$ cat config.mk
export PLATFORM = sky130hd
export DESIGN_NAME = e2q_cordic
export DESIGN_NICKNAME = d
export VERILOG_FILES = /design/src/hdl/e2q_pkg.sv /design/src/hdl/e2q_cordic.sv
export SDC_FILE = /design/constraint.sdc
export NUM_CORES = 2
export LEC_CHECK = 0
export BUFFER_PORTS_ARGS = -buffer_cell sky130_fd_sc_hd__buf_2
export CAP_MARGIN = 10
export CORE_MARGIN = 4
export CORE_UTILIZATION = 59
export DETAILED_ROUTE_END_ITERATION = 12
export PLACE_DENSITY = 0.81
export SLEW_MARGIN = 25
export SYNTH_ARGS = -nofsm -noshare
export SYNTH_HDL_FRONTEND = slang
export SYNTH_SLANG_ARGS = --single-unit
$ cat constraint.sdc
create_clock -name clk -period 5.5 [get_ports clk]
set_input_delay 1.1 -clock clk [delete_from_list [all_inputs] [get_ports clk]]
set_output_delay 1.1 -clock clk [all_outputs]
set_load 0.02 [all_outputs]
$ cat src/hdl/e2q_pkg.sv
package e2q_pkg;

  localparam int ANGLE_W = 16;
  localparam int QUAT_W = 16;
  localparam int STEPS = 16;
  localparam int FRAC = 30;
  // q2.30 working values plus headroom for cordic growth and the range fold
  localparam int WW = 35;

  localparam logic signed [WW-1:0] GAIN_INV = 35'sd652032874;
  localparam logic signed [WW-1:0] HALF_PI = 35'sd1686629713;
  localparam logic signed [WW-1:0] PI_Q = 35'sd3373259426;

  typedef logic signed [WW-1:0] word_t;

  function automatic word_t atan_q30(input int i);
    word_t r;
    r = '0;
    case (i)
      0: r = 35'sd843314857;
      1: r = 35'sd497837829;
      2: r = 35'sd263043837;
      3: r = 35'sd133525159;
      4: r = 35'sd67021687;
      5: r = 35'sd33543516;
      6: r = 35'sd16775851;
      7: r = 35'sd8388437;
      8: r = 35'sd4194283;
      9: r = 35'sd2097149;
      default: begin
        if (i < 31) r = word_t'(64'sd1 <<< (30 - i));
        else r = '0;
      end
    endcase
    return r;
  endfunction

  typedef struct packed {
    word_t x;
    word_t y;
    word_t z;
    logic  flip;
  } cstate_t;

  // two-factor q2.30 product rounded back to q2.30
  function automatic word_t mulq(input word_t a, input word_t b);
    logic signed [2*WW-1:0] p;
    p = a * b + (70'sd1 <<< (FRAC - 1));
    return word_t'(p >>> FRAC);
  endfunction

endpackage

$ cat src/hdl/e2q_cordic.sv
module e2q_cordic (
  input  logic                              clk,
  input  logic                              adv,
  input  logic signed [e2q_pkg::ANGLE_W-1:0] angle,
  output e2q_pkg::word_t                    cos_o,
  output e2q_pkg::word_t                    sin_o
);
  import e2q_pkg::*;

  cstate_t st_r [STEPS+1];
  cstate_t st0;
  word_t h;

  always_comb begin
    h = word_t'(angle) <<< (32 - ANGLE_W);
    st0.x = GAIN_INV;
    st0.y = '0;
    st0.flip = 1'b0;
    st0.z = h;
    if (h > HALF_PI) begin
      st0.z = h - PI_Q;
      st0.flip = 1'b1;
    end else if (h < -HALF_PI) begin
      st0.z = h + PI_Q;
      st0.flip = 1'b1;
    end
  end

  always_ff @(posedge clk) begin
    if (adv) st_r[0] <= st0;
  end

  // one micro-rotation per register stage
  for (genvar i = 0; i < STEPS; i++) begin : g_step
    always_ff @(posedge clk) begin
      if (adv) begin
        if (!st_r[i].z[WW-1]) begin
          st_r[i+1].x <= st_r[i].x - (st_r[i].y >>> i);
          st_r[i+1].y <= st_r[i].y + (st_r[i].x >>> i);
          st_r[i+1].z <= st_r[i].z - atan_q30(i);
        end else begin
          st_r[i+1].x <= st_r[i].x + (st_r[i].y >>> i);
          st_r[i+1].y <= st_r[i].y - (st_r[i].x >>> i);
          st_r[i+1].z <= st_r[i].z + atan_q30(i);
        end
        st_r[i+1].flip <= st_r[i].flip;
      end
    end
  end

  assign cos_o = st_r[STEPS].flip ? -st_r[STEPS].x : st_r[STEPS].x;
  assign sin_o = st_r[STEPS].flip ? -st_r[STEPS].y : st_r[STEPS].y;

endmodule

==> flow_summary_export.csv <==
group,metric,value,unit
outcome,status,"complete, no violations",
logic_synthesis,synth_nets,14838,
sta,fin_tns_setup,0,ns
setup_path,critPathKind,"flip-flop to output port",
logic_synthesis,synth.avg_cell_area,9.45,µm²
logic_synthesis,synth_top_area_share,34.8,%
placement,gp_congestion,0.993,
finish,seqCellArea,0.0440,mm²
logic_synthesis,netlist_instances,13380,
global_routing,grt_overflow,0,
min_path,hp-class,"flip-flop to flip-flop",
clock_network,cts_max_level,4,
die,start_util,59.5,%
route,dr.pass1.iters,7,
logic_synthesis,netlist_area,0.127,mm²
placement,dpl.hpwl,252000,µm
setup_path,ff2ff_path_depth,16,
route,num_vias,103315,
sta,final-setup-viol-count,0,
setup_path,rr_endpoint,"st_r[11][70]",
logic_synthesis,synth_top_area_cell,"edfxtp_1",
finish,syn_to_final_growth,8.69,%
die,dieArea,0.222,mm²
setup_path,end_kind,"output port",
sta,maxSlewHeadroom,30.6,%
sta,finalHoldViolCount,0,
sta,layout_setup_ws,0.0192,ns
finish,largestRegisters,"st_r x1464",
route,drc_errors,0,
logic_synthesis,yosysWarnings,0,
setup_path,endpoint,"cos_o[33]",
global_routing,grt_max_degree,193,
logic_synthesis,ys_ff_latch,1464,
global_routing,grt_pass1_vias,97266,
route,finalWirelength,321000,µm
sta,worst_slew_pin_slew,1.04,ns
die,rows,169,
die,io_pins,88,
clock_network,cts.sinks,1464,
finish,final_nets,15148,
logic_synthesis,ys_seq_area_share,34.8,%
clock_network,cts_tree,"done",
finish,drive_above_1_share,5.71,%
sta,fmax,182,MHz
logic_synthesis,synth-edff-count,1464,
die,core-area,0.213,mm²
logic_synthesis,synth.most_common_cell,"edfxtp_1",
placement,port_buffers,87,
global_routing,grt_usage,28.0,%
finish,fillCellCount,17260,
logic_synthesis,synthTopCellsByArea,"edfxtp_1, ha_1, xnor2_1",
sta,skew,0.0673,ns
setup_path,rr_startpoint,"st_r[10][87]",
die,fp.dieH,471,µm
logic_synthesis,synth_ff_type,"edfxtp_1",
setup_path,path_max_fanout,3,
finish,multi_input_area,0.0796,mm²
clock_network,insertion_delay,0.84,ns
setup_path,startpoint,"st_r[16][80]",
sta,finalMaxSlewViolations,0,
sta,period_share,99.7,%
sta,layout_min_cycle_time,5.48,ns
setup_path,r2r_slack,0.24,ns
die,fp.dieW,471,µm
clock_network,clk_pin_slew,0.06,ns
route,viasPerCell,6.20,
route,first_iter_violations,9630,
clock_network,cts.path.max_buffers,3,
setup_path,critPathArrivalTime,4.38,ns
placement,preCtsSetupSlack,-0.127,ns
logic_synthesis,ys_top_cells_by_count,"edfxtp_1, ha_1, a21oi_1",
sta,whs,0.414,ns
clock_network,cts_root_buffer,"clkbuf_16",
finish,top_register,"st_r",
setup_path,cp_data_required_time,4.40,ns
clock_network,numCtsBuffers,165,
global_routing,grt_pass1_wl,515000,µm
setup_path,startpoint_type,"flip-flop",
global_routing,antenna_found_initial,3,
route,wire_per_inst,19.3,µm
logic_synthesis,yosysUniqueCellTypes,89,
route,final_antenna_net_count,0,
logic_synthesis,synthArstFlopShare,0,%
run,maxCapViolations,0,
sta,rsz0062_at_grt,"yes",
finish,largest_reg_flops,1464,
## worst max-delay path, cell delays in order, from the launching register on
cell,delay (ns)
edfxtp_1,0.38
or4_4,0.55
or3_4,0.36
or3_4,0.34
or2_4,0.26
nand2b_4,0.14
or4_4,0.42
or4_4,0.45
nand2b_4,0.17
o21ai_2,0.14
xnor2_1,0.15
buf_4,0.18
## cell type report
class	instances	area share [%]
antenna	1	0.00182
clock buffer	185	3.07
clock inverter	126	0.892
inverter	588	1.61
multi-input combinational	11111	57.9
sequential	1464	32.0
tap	2821	2.57
timing repair buffer	360	1.99
## cells by family (layout without fill, tap and decap cells)
| family | after synthesis | count (layout) | share of synthesized area (%) |
|---|---|---|---|
| AOI/OAI and AO/OA | 4124 | 4124 | 20.8 |
| and+or+nand+nor | 3535 | 3535 | 13.5 |
| xor gates and xnor gates | 1910 | 1910 | 13.2 |
| DFF | 1464 | 1464 | 34.8 |
| adders and majority gates | 1440 | 1440 | 14.5 |
| buffers and inverters | 805 | 1259 | 2.39 |
| muxes | 101 | 101 | 0.839 |
| other | 1 | 2 | 0.00296 |
## layout by cell type, fill, tap and decap left out, types with 40 or more instances in the layout
cell	instances
xor2_1	637
or3_1	107
mux2i_1	61
o21ai_0	758
nand2_1	823
buf_4	259
o211ai_1	74
and3_1	127
nand3_1	238
and2_1	61
o41ai_1	73
edfxtp_1	1464
nor4_1	110
clkinv_1	44
mux2_2	40
o21bai_1	168
a211oi_1	156
a21o_1	616
nor3_1	362
o21a_1	190
nand2b_1	209
or4_1	56
a31oi_1	125
nand4_1	69
o31ai_1	198
or2_2	56
a21boi_0	50
nor2b_1	168
nor2_1	1010
ha_1	1397
a21oi_1	1311
inv_1	576
buf_2	82
xnor2_1	1273
clkbuf_16	166
fa_1	43
## per-stage QoR
step	util [%]	cell area, µm²	instances
2_1_floorplan	-	127000	13380
3_3_place_gp	62.0	132000	16336
3_5_place_dp	62.0	132000	16336
4_1_cts	64.6	137000	16653
5_1_grt	64.6	138000	16656
6_report	64.6	138000	16656
## worst min path at each step
stage                               to  cells past startpoint         start
after floorplan            st_r[10][0]                      0    st_r[9][0]
after global routing       st_r[13][0]                      0   st_r[12][0]
after detailed placement   st_r[10][0]                      0    st_r[9][0]
after global placement      st_r[8][0]                      0    st_r[7][0]
final                      st_r[13][0]                      0   st_r[12][0]
after CTS                 st_r[13][17]                      0  st_r[12][17]
## per-layer routing
layer	global-route usage (%)	routed length (µm)
met3	4.09	22300
met1	38.0	139000
met4	8.78	10800
met2	46.4	149000
met5	0	0
## timing repair
action,CTS,global route
endpoints found under the hold margin,0,0
pin swaps,3,1
setup buffers,6,1
setup endpoints to repair,5,17
hold buffers,0,0
gates resized for setup,3,17
Power is left out: the tool's default activity adds up to more than one toggle a clock period on the data nets, which glitch-free logic cannot reach.
